**src/hdl/psg_pkg.sv**
```systemverilog
// Shared types and constants for the three-tone sound generator.
`timescale 1ns / 1ps
package psg_pkg;
	localparam int DVD_W = 13;
	localparam int DVS_W = 12;
	localparam int QUO_W = 5;
	localparam int DCNT_W = 4;

	localparam logic [1:0] OP_ADDR  = 2'd0;
	localparam logic [1:0] OP_WRITE = 2'd1;
	localparam logic [1:0] OP_READ  = 2'd2;
	localparam logic [1:0] OP_TICK  = 2'd3;

	localparam logic [3:0] REG_TONE_A_L = 4'd0;
	localparam logic [3:0] REG_TONE_A_H = 4'd1;
	localparam logic [3:0] REG_TONE_B_L = 4'd2;
	localparam logic [3:0] REG_TONE_B_H = 4'd3;
	localparam logic [3:0] REG_NOISE = 4'd6;
	localparam logic [3:0] REG_MIXER = 4'd7;
	localparam logic [3:0] REG_VOL_A = 4'd8;
	localparam logic [3:0] REG_VOL_B = 4'd9;
	localparam logic [3:0] REG_VOL_C = 4'd10;
	localparam logic [3:0] REG_ENV_L = 4'd11;
	localparam logic [3:0] REG_ENV_H = 4'd12;
	localparam logic [3:0] REG_SHAPE = 4'd13;
	localparam logic [3:0] REG_PORT_B = 4'd15;

	typedef struct packed {
		logic             start;
		logic [DVD_W-1:0] dividend;
		logic [DVS_W-1:0] divisor;
	} div_req_t;

	typedef struct packed {
		logic             done;
		logic [QUO_W-1:0] quo;
		logic [DVS_W-1:0] rem;
	} div_rsp_t;
endpackage

```
**src/hdl/psg_three_tone_noise_envelope.sv**
```systemverilog
// Top level of the three-tone sound generator with noise and envelope.
`timescale 1ns / 1ps
// Use: each input item is a bus access or one tick (opcode, bus_byte) on a
// valid/ready channel; every item gives exactly one result item on the output
// valid/ready channel (read_byte, gated channel levels, envelope flags, noise).
// Address, data write and data read items go from acceptance straight to the
// finish state. A tick walks the three tone dividers in turn through one
// shared restoring divider: a channel whose count stays below its period just
// counts up, while one that wraps goes through a start step, one division
// step per dividend bit and a done step. Noise and envelope advance in
// the cycle the tick is accepted.
// in_ready is high only while the sequencer is idle; one item is in work at a time.
// The result sits in an output register; if the receiver stalls, a finished
// item waits until that register is free, and in_ready stays low meanwhile.
// Reset (arst_n low) clears the register file, deselects the chip, sets the
// noise shift register to one and the envelope to shape zero; no output is valid.
module psg_three_tone_noise_envelope #(
	parameter int ENV_STEP_MULT = 2
) (
	input  logic       clk,
	input  logic       arst_n,
	input  logic       in_valid,
	output logic       in_ready,
	input  logic [1:0] opcode,
	input  logic [7:0] bus_byte,
	output logic       out_valid,
	input  logic       out_ready,
	output logic [7:0] read_byte,
	output logic [3:0] level_a,
	output logic [3:0] level_b,
	output logic [3:0] level_c,
	output logic       env_mode_a,
	output logic       env_mode_b,
	output logic       env_mode_c,
	output logic       noise_level
);
	localparam logic [1:0] ST_IDLE = 2'd0;
	localparam logic [1:0] ST_TONE = 2'd1;
	localparam logic [1:0] ST_DIV  = 2'd2;
	localparam logic [1:0] ST_FIN  = 2'd3;

	logic [1:0]  state_q;
	logic [1:0]  ch_q;
	logic [7:0]  reg_q [16];
	logic [3:0]  sel_q;
	logic        active_q;
	logic [16:0] lfsr_q;
	logic [4:0]  ncnt_q;
	logic        npre_q;
	logic [11:0] tcnt_q [3];
	logic [4:0]  tduty_q [3];
	logic        tout_q [3];
	logic [16:0] ecnt_q;
	logic [4:0]  estep_q;
	logic        eatt_q;
	logic        ehold_q;
	logic        ealt_q;
	logic        eholding_q;
	logic [7:0]  rd_q;

	logic        out_valid_q;
	logic [7:0]  read_byte_q;
	logic [3:0]  level_q [3];
	logic        envm_q [3];
	logic        noise_q;

	psg_pkg::div_req_t div_req;
	psg_pkg::div_rsp_t div_rsp;

	logic        accept;
	logic        fin_go;
	logic [11:0] raw_per;
	logic [11:0] tper;
	logic [12:0] tc_next;
	logic [5:0]  ncnt_next;
	logic [16:0] ecnt_next;
	logic [17:0] eper;
	logic [4:0]  estep_dec;
	logic [3:0]  evol;
	logic [4:0]  duty_new;

	assign accept   = in_valid && in_ready;
	assign in_ready = (state_q == ST_IDLE);
	assign fin_go   = (state_q == ST_FIN) && (!out_valid_q || out_ready);

	assign raw_per  = {reg_q[{1'b0, ch_q, 1'b1}][3:0], reg_q[{1'b0, ch_q, 1'b0}]};
	assign tper     = (raw_per == 12'd0) ? 12'd1 : raw_per;
	assign tc_next  = {1'b0, tcnt_q[ch_q]} + 13'd1;
	assign ncnt_next = {1'b0, ncnt_q} + 6'd1;
	assign ecnt_next = ecnt_q + 17'd1;
	assign eper      = 18'({reg_q[psg_pkg::REG_ENV_H], reg_q[psg_pkg::REG_ENV_L]} *
		ENV_STEP_MULT);
	assign estep_dec = estep_q - 5'd1;
	assign evol      = estep_q[3:0] ^ {4{eatt_q}};
	assign duty_new  = tduty_q[ch_q] - div_rsp.quo;

	always_comb begin
		div_req.start    = (state_q == ST_TONE) && (tc_next >= {1'b0, tper});
		div_req.dividend = tc_next;
		div_req.divisor  = tper;
	end

	psg_div u_div (
		.clk    (clk),
		.arst_n (arst_n),
		.req    (div_req),
		.rsp    (div_rsp)
	);

	always_ff @(posedge clk or negedge arst_n) begin
		if (!arst_n) begin
			state_q    <= ST_IDLE;
			ch_q       <= 2'd0;
			for (int i = 0; i < 16; i++)
				reg_q[i] <= 8'h00;
			sel_q      <= 4'd0;
			active_q   <= 1'b0;
			lfsr_q     <= 17'd1;
			ncnt_q     <= 5'd0;
			npre_q     <= 1'b0;
			for (int i = 0; i < 3; i++) begin
				tcnt_q[i]  <= 12'd0;
				tduty_q[i] <= 5'd0;
				tout_q[i]  <= 1'b0;
			end
			ecnt_q     <= 17'd0;
			estep_q    <= 5'd15;
			eatt_q     <= 1'b0;
			ehold_q    <= 1'b1;
			ealt_q     <= 1'b0;
			eholding_q <= 1'b0;
			rd_q       <= 8'h00;
			out_valid_q <= 1'b0;
		end else begin
			if (fin_go)
				out_valid_q <= 1'b1;
			else if (out_valid_q && out_ready)
				out_valid_q <= 1'b0;
			case (state_q)
				ST_IDLE: begin
					if (accept) begin
						rd_q    <= 8'h00;
						state_q <= ST_FIN;
						case (opcode)
							psg_pkg::OP_ADDR: begin
								if (bus_byte[7:4] == 4'd0) begin
									active_q <= 1'b1;
									sel_q    <= bus_byte[3:0];
								end else begin
									active_q <= 1'b0;
								end
							end
							psg_pkg::OP_WRITE: begin
								if (active_q) begin
									reg_q[sel_q] <= bus_byte;
									if (sel_q == psg_pkg::REG_SHAPE) begin
										eatt_q <= bus_byte[2];
										if (!bus_byte[3]) begin
											ehold_q <= 1'b1;
											ealt_q  <= bus_byte[2];
										end else begin
											ehold_q <= bus_byte[0];
											ealt_q  <= bus_byte[1];
										end
										estep_q    <= 5'd15;
										eholding_q <= 1'b0;
									end
								end
							end
							psg_pkg::OP_READ: begin
								rd_q <= active_q ? reg_q[sel_q] : 8'hff;
							end
							psg_pkg::OP_TICK: begin
								// tick: noise and envelope now, tones in the sequencer
								state_q <= ST_TONE;
								ch_q    <= 2'd0;
								if (ncnt_next >= {1'b0, reg_q[psg_pkg::REG_NOISE][4:0]}) begin
									ncnt_q <= 5'd0;
									npre_q <= !npre_q;
									if (npre_q)
										lfsr_q <= {lfsr_q[0] ^ lfsr_q[3], lfsr_q[16:1]};
								end else begin
									ncnt_q <= ncnt_next[4:0];
								end
								if (!eholding_q) begin
									if ({1'b0, ecnt_next} >= eper) begin
										ecnt_q <= 17'd0;
										if (estep_dec[4]) begin
											if (ealt_q)
												eatt_q <= !eatt_q;
											if (ehold_q) begin
												eholding_q <= 1'b1;
												estep_q    <= 5'd0;
											end else begin
												estep_q <= {1'b0, estep_dec[3:0]};
											end
										end else begin
											estep_q <= estep_dec;
										end
									end else begin
										ecnt_q <= ecnt_next;
									end
								end
							end
							default: begin
							end
						endcase
					end
				end
				ST_TONE: begin
					if (div_req.start) begin
						state_q <= ST_DIV;
					end else begin
						tcnt_q[ch_q] <= tc_next[11:0];
						if (ch_q == 2'd2)
							state_q <= ST_FIN;
						else
							ch_q <= ch_q + 2'd1;
					end
				end
				ST_DIV: begin
					if (div_rsp.done) begin
						tduty_q[ch_q] <= duty_new;
						tout_q[ch_q]  <= duty_new[0];
						tcnt_q[ch_q]  <= div_rsp.rem;
						if (ch_q == 2'd2) begin
							state_q <= ST_FIN;
						end else begin
							ch_q    <= ch_q + 2'd1;
							state_q <= ST_TONE;
						end
					end
				end
				default: begin
					if (fin_go)
						state_q <= ST_IDLE;
				end
			endcase
		end
	end

	// result capture as the item leaves the sequencer
	always_ff @(posedge clk) begin
		if (fin_go) begin
			read_byte_q <= rd_q;
			noise_q     <= lfsr_q[0];
			for (int i = 0; i < 3; i++) begin
				envm_q[i]  <= reg_q[psg_pkg::REG_VOL_A + 4'(i)][4];
				level_q[i] <= ((tout_q[i] | reg_q[psg_pkg::REG_MIXER][i]) &
					(lfsr_q[0] | reg_q[psg_pkg::REG_MIXER][3 + i])) ?
					(reg_q[psg_pkg::REG_VOL_A + 4'(i)][4] ? evol :
					reg_q[psg_pkg::REG_VOL_A + 4'(i)][3:0]) : 4'd0;
			end
		end
	end

	assign out_valid   = out_valid_q;
	assign read_byte   = read_byte_q;
	assign level_a     = level_q[0];
	assign level_b     = level_q[1];
	assign level_c     = level_q[2];
	assign env_mode_a  = envm_q[0];
	assign env_mode_b  = envm_q[1];
	assign env_mode_c  = envm_q[2];
	assign noise_level = noise_q;
endmodule

```
**src/hdl/psg_div.sv**
```systemverilog
// Restoring divider, one quotient bit a cycle; keeps the low quotient bits only.
`timescale 1ns / 1ps
module psg_div (
	input  logic               clk,
	input  logic               arst_n,
	input  psg_pkg::div_req_t  req,
	output psg_pkg::div_rsp_t  rsp
);
	localparam logic [psg_pkg::DCNT_W-1:0] LAST = psg_pkg::DCNT_W'(psg_pkg::DVD_W - 1);

	logic                          busy_q;
	logic                          done_q;
	logic [psg_pkg::DCNT_W-1:0]    cnt_q;
	logic [psg_pkg::DVD_W-1:0]     dvd_q;
	logic [psg_pkg::DVS_W-1:0]     dvs_q;
	logic [psg_pkg::DVS_W-1:0]     rem_q;
	logic [psg_pkg::QUO_W-1:0]     quo_q;
	logic [psg_pkg::DVS_W:0]       shifted;
	logic [psg_pkg::DVS_W:0]       diff;
	logic                          ge;

	assign shifted = {rem_q, dvd_q[psg_pkg::DVD_W-1]};
	assign diff    = shifted - {1'b0, dvs_q};
	assign ge      = shifted >= {1'b0, dvs_q};

	always_ff @(posedge clk or negedge arst_n) begin
		if (!arst_n) begin
			busy_q <= 1'b0;
			done_q <= 1'b0;
			cnt_q  <= '0;
		end else begin
			done_q <= busy_q && (cnt_q == LAST);
			if (req.start) begin
				busy_q <= 1'b1;
				cnt_q  <= '0;
			end else if (busy_q) begin
				cnt_q <= cnt_q + 1'b1;
				if (cnt_q == LAST)
					busy_q <= 1'b0;
			end
		end
	end

	always_ff @(posedge clk) begin
		if (req.start) begin
			dvd_q <= req.dividend;
			dvs_q <= req.divisor;
			rem_q <= '0;
			quo_q <= '0;
		end else if (busy_q) begin
			dvd_q <= {dvd_q[psg_pkg::DVD_W-2:0], 1'b0};
			// remainder stays below the divisor, so it fits the divisor width
			rem_q <= ge ? diff[psg_pkg::DVS_W-1:0] : shifted[psg_pkg::DVS_W-1:0];
			quo_q <= {quo_q[psg_pkg::QUO_W-2:0], ge};
		end
	end

	assign rsp.done = done_q;
	assign rsp.quo  = quo_q;
	assign rsp.rem  = rem_q;
endmodule
```
**config.mk**
```make
export PLATFORM = sky130hd
export DESIGN_NAME = psg_three_tone_noise_envelope
export DESIGN_NICKNAME = d
export VERILOG_FILES = /design/src/hdl/psg_pkg.sv /design/src/hdl/psg_three_tone_noise_envelope.sv /design/src/hdl/psg_div.sv
export SDC_FILE = /design/constraint.sdc
export NUM_CORES = 1
export LEC_CHECK = 0
export ABC_AREA = 1
export BUFFER_PORTS_ARGS = -buffer_cell sky130_fd_sc_hd__buf_4
export CAP_MARGIN = 20
export CORE_ASPECT_RATIO = 0.8
export CORE_MARGIN = 4
export CORE_UTILIZATION = 39
export CTS_BUF_LIST = sky130_fd_sc_hd__clkbuf_2
export DETAILED_ROUTE_END_ITERATION = 10
export HOLD_SLACK_MARGIN = 0.1
export SETUP_SLACK_MARGIN = 0.3
export SLEW_MARGIN = 30
export SYNTH_ARGS = -nofsm -noshare
export SYNTH_HDL_FRONTEND = slang
export SYNTH_SLANG_ARGS = --single-unit
```
**constraint.sdc**
```tcl
create_clock -name clk -period 9 [get_ports clk]
set_input_delay 0 -clock clk [delete_from_list [all_inputs] [get_ports clk]]
set_output_delay 0 -clock clk [all_outputs]
set_load 0.05 [all_outputs]
```
---- Word-level counts from Yosys, hierarchy flattened ----
Memory sizes are Yosys's and may differ from the RTL's.
Index checks and enable logic that the tools add are counted.
W data, S select, Z words.
word-level totals
  output and inout port bits .............. 26
  RAM bits ................................ 15
  bits in registers ....................... 306
  memories kept ........................... 2
  word-level logic and storage cells ...... 234
memory list
  name     depth  width  read ports  clocked after Yosys merged registers in  write ports  line                                 RTL
  level_q  3      4      3           0                                        3            psg_three_tone_noise_envelope.sv:63  logic [3:0] level_q [3];
  envm_q   3      1      3           0                                        3            psg_three_tone_noise_envelope.sv:64  logic envm_q [3];
operators by class
  multiplexer cells ....................... 92
  eq/ne operators ......................... 20
  $add $sub $neg .......................... 8
  bitwise operators ....................... 16
  reduce and logical (&&, ||, !) cells .... 37
  order comparisons ....................... 10
operators by type and width
  cell                     number
  $bwmux W128              1
  $bmux W8 S4              3
  $bwmux W36               2
  $mux W36                 2
  $pmux W36 S2             1
  $mux W12                 5
  $mux W8                  7
  $mux W5                  9
  $mux W4                  11
  $demux W8 S4             1
  $ge A13 B12 Y1           2
  $mux W13                 2
  $bmux W12 S2             1
  $demux W12 S2            1
  $mux W2                  12
  $mux W1                  23
  $reduce_and A4 Y1        5
  $reduce_and A5 Y1        4
  $add A17 B1 Y17 const B  1
  $ge A17 B17 Y1           1
  $mux W17                 1
  $bwmux W15               1
  $ge A5 B5 Y1 const B     3
  $ne A2 B2 Y1 const B     7
  other kinds (44)         77

---- Depth between registers and ports, before layout ----
Gate-level depths: netlist of run 1.
  depth in word-level cells ............... 10
  mapped depth ............................ 29
  mapped depth without buffers ............ 28

---- By module ----
A second synthesis of run 1 with hierarchy kept.
unflattened totals
  cells, all modules ...................... 1,981
  area, all modules ....................... 16,045.4 um^2
by module, submodules not included
  module                         sequential area each (um^2)  instances  area an instance (um^2)  cells an instance
  psg_three_tone_noise_envelope  6,558.8                      1          13,300.3                 1,613
  psg_div                        1,241.2                      1          2,745.1                  368

---- Worst setup path before layout of run 1 ----
OpenSTA, ideal clock, no wires.
  path kind ............................... register to register
  start ................................... register ch_q[0]
  end ..................................... register u_div.dvd_q[0] in the netlist's numbering, enable pin
  library setup time ...................... 0.364 ns
  data required time ...................... 8.636 ns
  setup slack ............................. 5.126 ns
  cell stages (with the launch flop) ...... 26
  data arrival time ....................... 3.510 ns
  path buffers ............................ 3
  path through ............................ dfrtp_1 -> buf_4 -> buf_6 -> or2_1 -> a31oi_4 -> inv_2 -> ha_1 -> nand2_1 -> nor2_1 -> or2_2 -> o21ai_0 -> inv_1 -> ha_1 -> nand2_1 -> nor2_1 -> nand2_1 -> nand3_1 -> nand2_1 -> nand2_1 -> nand2_1 -> nand2_1 -> nand2_1 -> nand2_4 -> nand2_8 -> buf_6 -> nand2_1
on the way
  word-level cells in the longest chain between the ends .. 9
  elaborated cells between the ends (all ways) .. 18
RTL lines
  element                                                  line                                  RTL
  start, declared                                          psg_three_tone_noise_envelope.sv:43   logic [1:0] ch_q;
  start signal, assigned                                   psg_three_tone_noise_envelope.sv:218  ch_q <= ch_q + 2'd1;
  start signal, assigned                                   psg_three_tone_noise_envelope.sv:229  ch_q <= ch_q + 2'd1;
  branches (longest 6 deep; another with $add A12 B1 Y13)  --
  $ge A13 B12 Y1 (*)                                       psg_three_tone_noise_envelope.sv:98   div_req.start = (state_q == ST_TONE) && (tc_next >= {1'b0, tper});
  $logic_and A1 B1 Y1 (*)                                  psg_three_tone_noise_envelope.sv:98
  $reduce_bool A2 Y1 (no line) (*)                         --
  end signal, assigned                                     psg_div.sv:46                         dvd_q <= req.dividend;
  end signal, assigned                                     psg_div.sv:51                         dvd_q <= {dvd_q[psg_pkg::DVD_W-2:0], 1'b0};
  end, declared                                            psg_div.sv:14                         logic [psg_pkg::DVD_W-1:0] dvd_q;
Mark *: on every way between the ends. The select of a mux whose other input is x is not followed.
A chain may end at the register's enable or synchronous reset.

---- Worst setup path in the final report of run 1 ----
  start ................................... register ch_q[0]
  end ..................................... register u_div.dvd_q[5] in the netlist's numbering, enable pin
The elaborated chain is that of the path after synthesis.

==> metrics.txt, run 1 <==
status=finished, final reports clean; Final Skew=approximately 0.11 ns; Die Y=roughly 190 um; VDD IR-drop max=0.117 mV; Post-synth EDFFs=49; worst path arrival time=5.63 ns; Initial Utilization=0.397; root buffer cell=clkbuf_2; Worst-Margin Slew=roughly 1.1 ns; post_cts resized=0; max-cap viol count=0; met3 usage=0.0680; DR vias/cell=5.24; commonest non-fill, non-tap cell in the layout=nand2_1; CTS Buf Count=78; RSZ-0062 raised after global routing=no; via count=13399; DR WL/cell=17.7 um; # rows=65; IO Pins=40; Hold Fails Final Rpt=0; clk_lat worst skew=1.01 ns; met2 Track Usage GR=0.271; Lkg Pwr=0.00835 uW; fin nets=approximately 2000; post-synthesis area per instance=8.37 sq um; Synth Register Bits=between 300 and 400; share of cells above drive strength 1=0.120; Multi-input gate area=6810 sq um; post-DP HPWL=between 30 and 40 mm; Clock Tree Buf Depth=3; reg-to-reg endpoint=u_div.dvd_q[5]$_DFFE_PP_; worst endpoint required time=9.61 ns; Fmax=0.199 GHz; Final Setup Violations=0; Filler cells=4016; Total Routing Usage GR=0.207; Reg area=7720 sq um; Top FF cell, synth=dfrtp_1; ys async rst share=0.794; post-route insts no fill=2557; area delta synth->final=11.1%; met1 usage=0.327; hold crit path type=input pin to asynchronous set/reset pin; crit end category=register; placed cell area=16400 sq um; initial DRC count=1376; R2R Setup Slk=3.99 ns; TritonRoute pass-1 iters=6; ANT nets after route=0; Placed Cells incl. Taps=2384; Finished Cell Area=17500 sq um; CTS tree=yes; vias in the first global route=12706; Crit. Startpoint=ch_q[0]$_DFFE_PN0P_; worst reg2reg path depth=25; Final Max Tran Viols=0; maximum fanout along the worst path=35; final wirelength=between 40 and 50 mm; crit path launch type=register; Core Box Area=~40000 sq um; htree depth=3; Synthesized Nets=1955; Die Width=233 um; Final period util=0.557; first-pass GRT wire length=71.7 mm; clock net sink count=301; cell count after synthesis=around 1900; Clock transition at path regs=0.11 ns; post-synthesis sequential area ratio=0.490; Yosys cell types=54; Setup TNS Final=0 ns; gr ovfl total=0; pwr dens=320 nW/um^2; largest net degree at the start of global routing=just over 90; gp weighted congestion=0.916; Ys Warns=0; Crit Path Class=register to register; max_slew headroom=0.268; Final min period=5.01 ns; Post-route DRC=0; initial antenna violation count=2; IO Port Bufs=39; global route hottest layer=met1; Post-Syn Area=15800 sq um; highest-count cells in the layout ignoring fill and taps=nand2_1 (500), dfrtp_1 (233), o21ai_0 (228), inv_1 (204), clkbuf_2 (114); reg2reg start=ch_q[0]$_DFFE_PN0P_; full die area=around 44000 sq um
## state kept, by name (all words and copies together), names as in the netlist, 5 cells and up
name,flops
lfsr_q,17
ecnt_q,17
reg_q,128
tcnt_q,36
read_byte,8
u_div.dvd_q,13
rd_q,8
level_q,12
u_div.rem_q,12
ncnt_q,5
u_div.dvs_q,12
## worst max-delay path by stage
stage,to,slack [ns],depth (start not counted)
2_1_floorplan,u_div.dvd_q[0]$_SDFFCE_PN0P_,5.13,25
3_3_place_gp,u_div.dvd_q[2]$_DFFE_PP_,4.17,25
6_report,u_div.dvd_q[5]$_DFFE_PP_,3.99,25
5_1_grt,u_div.dvd_q[1]$_DFFE_PP_,3.46,25
3_5_place_dp,u_div.dvd_q[3]$_DFFE_PP_,4.06,25
4_1_cts,u_div.dvd_q[9]$_DFFE_PP_,4.02,25
## final cells by class
| type | instances | share of cell area |
|---|---|---|
| multi-input combinational | 1287 | 0.389 |
| sequential | 301 | 0.441 |
| clock buffer | 114 | 0.0326 |
| inverter | 215 | 0.0462 |
| tap | 536 | 0.0383 |
| timing repair buffer | 84 | 0.0442 |
| clock inverter | 17 | 0.00793 |
| antenna | 3 | 0.000429 |
## where the power goes
part	total [uW]	leakage, uW	internal [uW]	switching [uW]
clock network	987	0.000540	396	591
registers	2010	0.00379	1760	253
logic	2610	0.00402	824	1790
total	5610	0.00835	2980	2630
## cells in the mapped netlist (4+ instances only)
library cell	n	area, sq um
o21bai_1	4	30.0
inv_2	6	22.5
dfstp_2	6	158
buf_4	4	30.0
o21a_1	4	30.0
o21ai_0	228	1140
inv_1	206	773
buf_6	10	113
edfxtp_1	49	1470
o21ai_1	25	125
a21oi_1	89	445
a211oi_1	6	45.0
nor2_2	8	50.1
o22ai_1	12	75.1
xnor2_1	6	52.6
a21o_1	13	97.6
nand2_1	500	1880
dfxtp_1	13	260
o211ai_1	6	45.0
nor2_1	79	297
nand3_2	6	60.1
ha_1	58	726
nand4_1	22	138
o221ai_1	5	43.8
buf_2	21	105
nand2_2	15	93.8
a31oi_1	9	56.3
clkbuf_1	43	161
xor2_1	18	158
nor3_1	13	65.1
nand3_1	60	300
a22oi_1	60	450
o21ai_2	15	131
dfrtp_1	233	5830
## cell families (layout without fill, tap and decap cells)
family | Yosys count | in the layout | synth area share
fa+ha+maj | 59 | 59 | 0.0473
mux | 1 | 1 | 0.000635
other cells | 0 | 3 | 0
flops | 301 | 301 | 0.490
buf+inv | 294 | 430 | 0.0783
simple gates | 718 | 718 | 0.192
xor+xnor | 24 | 24 | 0.0133
compound gates | 485 | 485 | 0.178
## stage by stage
stage	worst slack [ns]	total power, uW	utilization	hold slack [ns]
CTS	4.02	5600	0.440	0.113
finish	3.99	5610	0.441	0.185
floorplan	5.13	3860	-	-0.296
detailed placement	4.06	4580	0.412	0.0922
global route	3.46	6080	0.441	0.149
global placement	4.17	4540	0.412	0.0910
## critical path, stage by stage (launching register included)
cell and delay, ns:
dfrtp_1 0.69, buf_4 0.41, inv_2 0.30, nand2_2 0.15, nor2_1 0.07, a31oi_4 0.17, inv_2 0.10, ha_1 0.25
nand2_1 0.13, nor2_1 0.07, or2_2 0.27, o21ai_0 0.17, inv_1 0.09, ha_1 0.32, nand2_1 0.07, nor2_1 0.10
nand2_1 0.05, nand3_1 0.07, nand2_1 0.06, nand2_1 0.08, nand2_1 0.05, nand2_1 0.05, nand2_1 0.09, nand2_4 0.10
nand2_8 0.15, nand2_1 0.54
## per-layer routing
| metal | vias up | routed length, um |
|---|---|---|
| met4 | 0 | 573 |
| li1 | 6487 | - |
| met5 | - | 0 |
| met2 | 445 | 17900 |
| met3 | 51 | 3990 |
| met1 | 6416 | 22700 |
## what timing repair did
action | in CTS | in global routing
setup buffers | 0 | 0
hold buffers | 38 | 0
endpoints found under the hold margin | 422 | 0
Note: power is estimated with default switching activity, not from simulation.
==> run 2, diff against run 1 <==
Clock period 9 ns to 4.3 ns, I/O delays scaled along.
==> run 2 against run 1 <==
  * Design area up 1.5%
  * Sequential cell count is the same
  * Clock-buffer cell count grew 5
  * Critical path depth shrank 2
  * Largest cell class unchanged
  * Via count is 3.0% higher
  * Clock skew decreased by 0.0097 ns
  * Fmax is 33% higher
==> metrics.txt, run 2 (synthesized netlist as in run 1, its figures left out) <==
Worst-Margin Slew=1.27 ns (+0.182 ns); maximum fanout along the worst path=15 (-57%); commonest non-fill, non-tap cell in the layout=nand2_1; Core Box Area=39700 sq um (unchanged); met1 usage=0.321 (-0.00602); share of cells above drive strength 1=0.136 (+0.0152); VDD IR-drop max=0.242 mV (+110%); Switch Pwr=5700 uW (+120%); DR WL/cell=17.6 um (-0.36%); largest net degree at the start of global routing=99 (+7.6%); Post-route DRC=0 (unchanged); gp weighted congestion=0.926 (+1.1%); crit end category=register; Hold Fails Final Rpt=0 (unchanged); Setup TNS Final=0 ns (unchanged); CTS tree=yes; met3 usage=0.0513 (-0.0167); clock net sink count=301 (unchanged); setup slack after layout=0.539 ns (-3.45 ns); IO Pins=40 (unchanged); highest-count cells in the layout ignoring fill and taps=nand2_1 (496), dfrtp_1 (231), o21ai_0 (228), inv_1 (203), clkbuf_2 (119); via count=13795 (+3.0%); vias in the first global route=12685 (-0.17%); Final min period=3.76 ns (-1.25 ns); final wirelength=45.5 mm (+0.66%); status=finished, final reports clean; initial DRC count=1418 (+3.1%); Power Total=12100 uW (+120%); Int Pwr=6360 uW (+110%); met2 Track Usage GR=0.276 (+0.00552); Final Setup Violations=0 (unchanged); sequential power share=0.347 (-0.012); Lkg Pwr=0.00845 uW (+1.2%); Total Routing Usage GR=0.204 (-0.00369); hold crit path type=input pin to asynchronous set/reset pin; worst path arrival time=4.43 ns (-1.20 ns); Crit Path Class=register to register; Final period util=0.875 (+0.318); DR vias/cell=5.34 (+1.9%); Largest regs=reg_q: 128 flops, tcnt_q: 36 flops; pre-CTS setup slack=0.239 ns (-3.82 ns); fin util=0.448 (+0.00659); Largest register FFs=128 (unchanged); ANT nets after route=0 (unchanged); Initial Utilization=0.397 (unchanged); htree depth=3 (unchanged); gr ovfl total=0 (unchanged); clock network power share=0.167 (-0.009); Final Skew=0.0985 ns (-0.00973 ns); max_slew headroom=0.153 (-0.114); # rows=65 (unchanged); Fmax=0.266 GHz (+33%); RSZ-0062 raised after global routing=no; TritonRoute pass-1 iters=6 (unchanged); Comb power frac=0.486 (+0.021); max-cap viol count=0 (unchanged); Clock transition at path regs=0.11 ns (about the same); area delta synth->final=12.8%; Die Y=188 um (unchanged); global route hottest layer=met1; root buffer cell=clkbuf_2; initial antenna violation count=2 (unchanged); worst endpoint required time=4.97 ns (-4.64 ns); sw frac=0.473 (+0.00389); crit path launch type=register; pwr dens=679 nW/um^2 (+110%); full die area=43700 sq um (unchanged); IO Port Bufs=39 (unchanged); Clock Tree Buf Depth=3 (unchanged); post-DP HPWL=30.7 mm (-2.5%); CTS Buf Count=80 (+2.6%); fin nets=2063 (+1.1%); clk_lat worst skew=1.05 ns (+0.04 ns); Reg with most FFs=reg_q; Die Width=233 um (unchanged); first-pass GRT wire length=71.0 mm (-1.1%); Final Max Tran Viols=0 (unchanged)
-- run 2: changes by cell type in the layout (fill, tap and decap cells not counted), moves of 4 or more --
cell,previous run,this run
buf_4,43,57
clkbuf_2,114,119
clkinv_2,4,0
nand2_1,500,496
nand3_4,3,9
-- run 2: cell type report --
type                            count  area [sq um]
Timing Repair Buffer               95           851
Sequential cell                   301          7720
Tap cell                          536           671
Inverter                          215           822
Clock buffer                      119           596
Multi-Input combinational cell   1297          7000
Fill cell                        3999         21900
Antenna cell                        4          10.0
Clock inverter                     16          93.8
-- run 2: per-layer routing --
| metal | routed length (um) | up-vias |
|---|---|---|
| li1 | - | 6575 |
| met1 | 22500 | 6622 |
| met2 | 18400 | 528 |
| met3 | 3730 | 70 |
| met4 | 850 | 0 |
| met5 | 0 | - |
-- run 2: through the flow --
step	area (sq um)	instances	hold WS (ns)
after floorplan	15800	1882	-0.296
after global placement	16500	2396	0.0901
after detailed placement	16500	2396	0.0872
after CTS	17500	2567	0.104
after global routing	17800	2580	0.164
final	17800	2583	0.144
-- run 2: power by group through the flow --
| stage | clock (uW) | combinational [uW] | sequential [uW] |
|---|---|---|---|
| 2_1_floorplan | 0 | 3870 | 4220 |
| 3_3_place_gp | 0 | 5220 | 4230 |
| 3_5_place_dp | 0 | 5330 | 4230 |
| 4_1_cts | 2080 | 5430 | 4180 |
| 5_1_grt | 2230 | 6530 | 4260 |
| 6_report | 2010 | 5860 | 4190 |
-- run 2: final timing paths --
kind / startpoint / end / slack, ns / cells after the start
setup reg to reg: ch_q[1]$_DFFE_PN0P_ / u_div.dvd_q[12]$_DFFE_PP_ / 0.54 / 23
hold / removal: arst_n / reg_q[54]$_DFFE_PN0P_ / 0.14 / 4
max in group asynchronous: arst_n / ncnt_q[4]$_DFFE_PN0P_ / 3.49 / 4
min in group clk: bus_byte[0] / reg_q[32]$_DFFE_PN0P_ / 0.25 / 4
hold reg to reg: rd_q[2]$_DFFE_PN0P_ / read_byte[2]$_DFFE_PP_ / 0.46 / 0
setup / recovery: ch_q[1]$_DFFE_PN0P_ / u_div.dvd_q[12]$_DFFE_PP_ / 0.54 / 23
-- run 2: critical path, stage by stage, from the launching register on --
cell	delay (ns)
dfrtp_2	0.46
inv_4	0.09
buf_4	0.20
nand3_1	0.12
nand2_1	0.15
nand2_1	0.15
nor2_2	0.21
nand2_1	0.10
o21ai_1	0.16
nand2_1	0.14
ha_1	0.32
nand2_1	0.10
nor2_1	0.18
nand2_1	0.08
nand2_1	0.08
nor2_1	0.04
nand2_1	0.05
nand2_1	0.04
nand2_1	0.05
nand2_1	0.10
nand2_4	0.18
nand2_8	0.13
nand2_2	0.15
buf_12	0.17
-- run 2: timing repair --
action,in CTS,in global routing
pin swaps,2,3
endpoints found under the setup margin,20,103
endpoints found under the hold margin,422,0
cloned,1,9
gates resized for setup,1,26
setup buffers,0,3
hold buffers,35,0
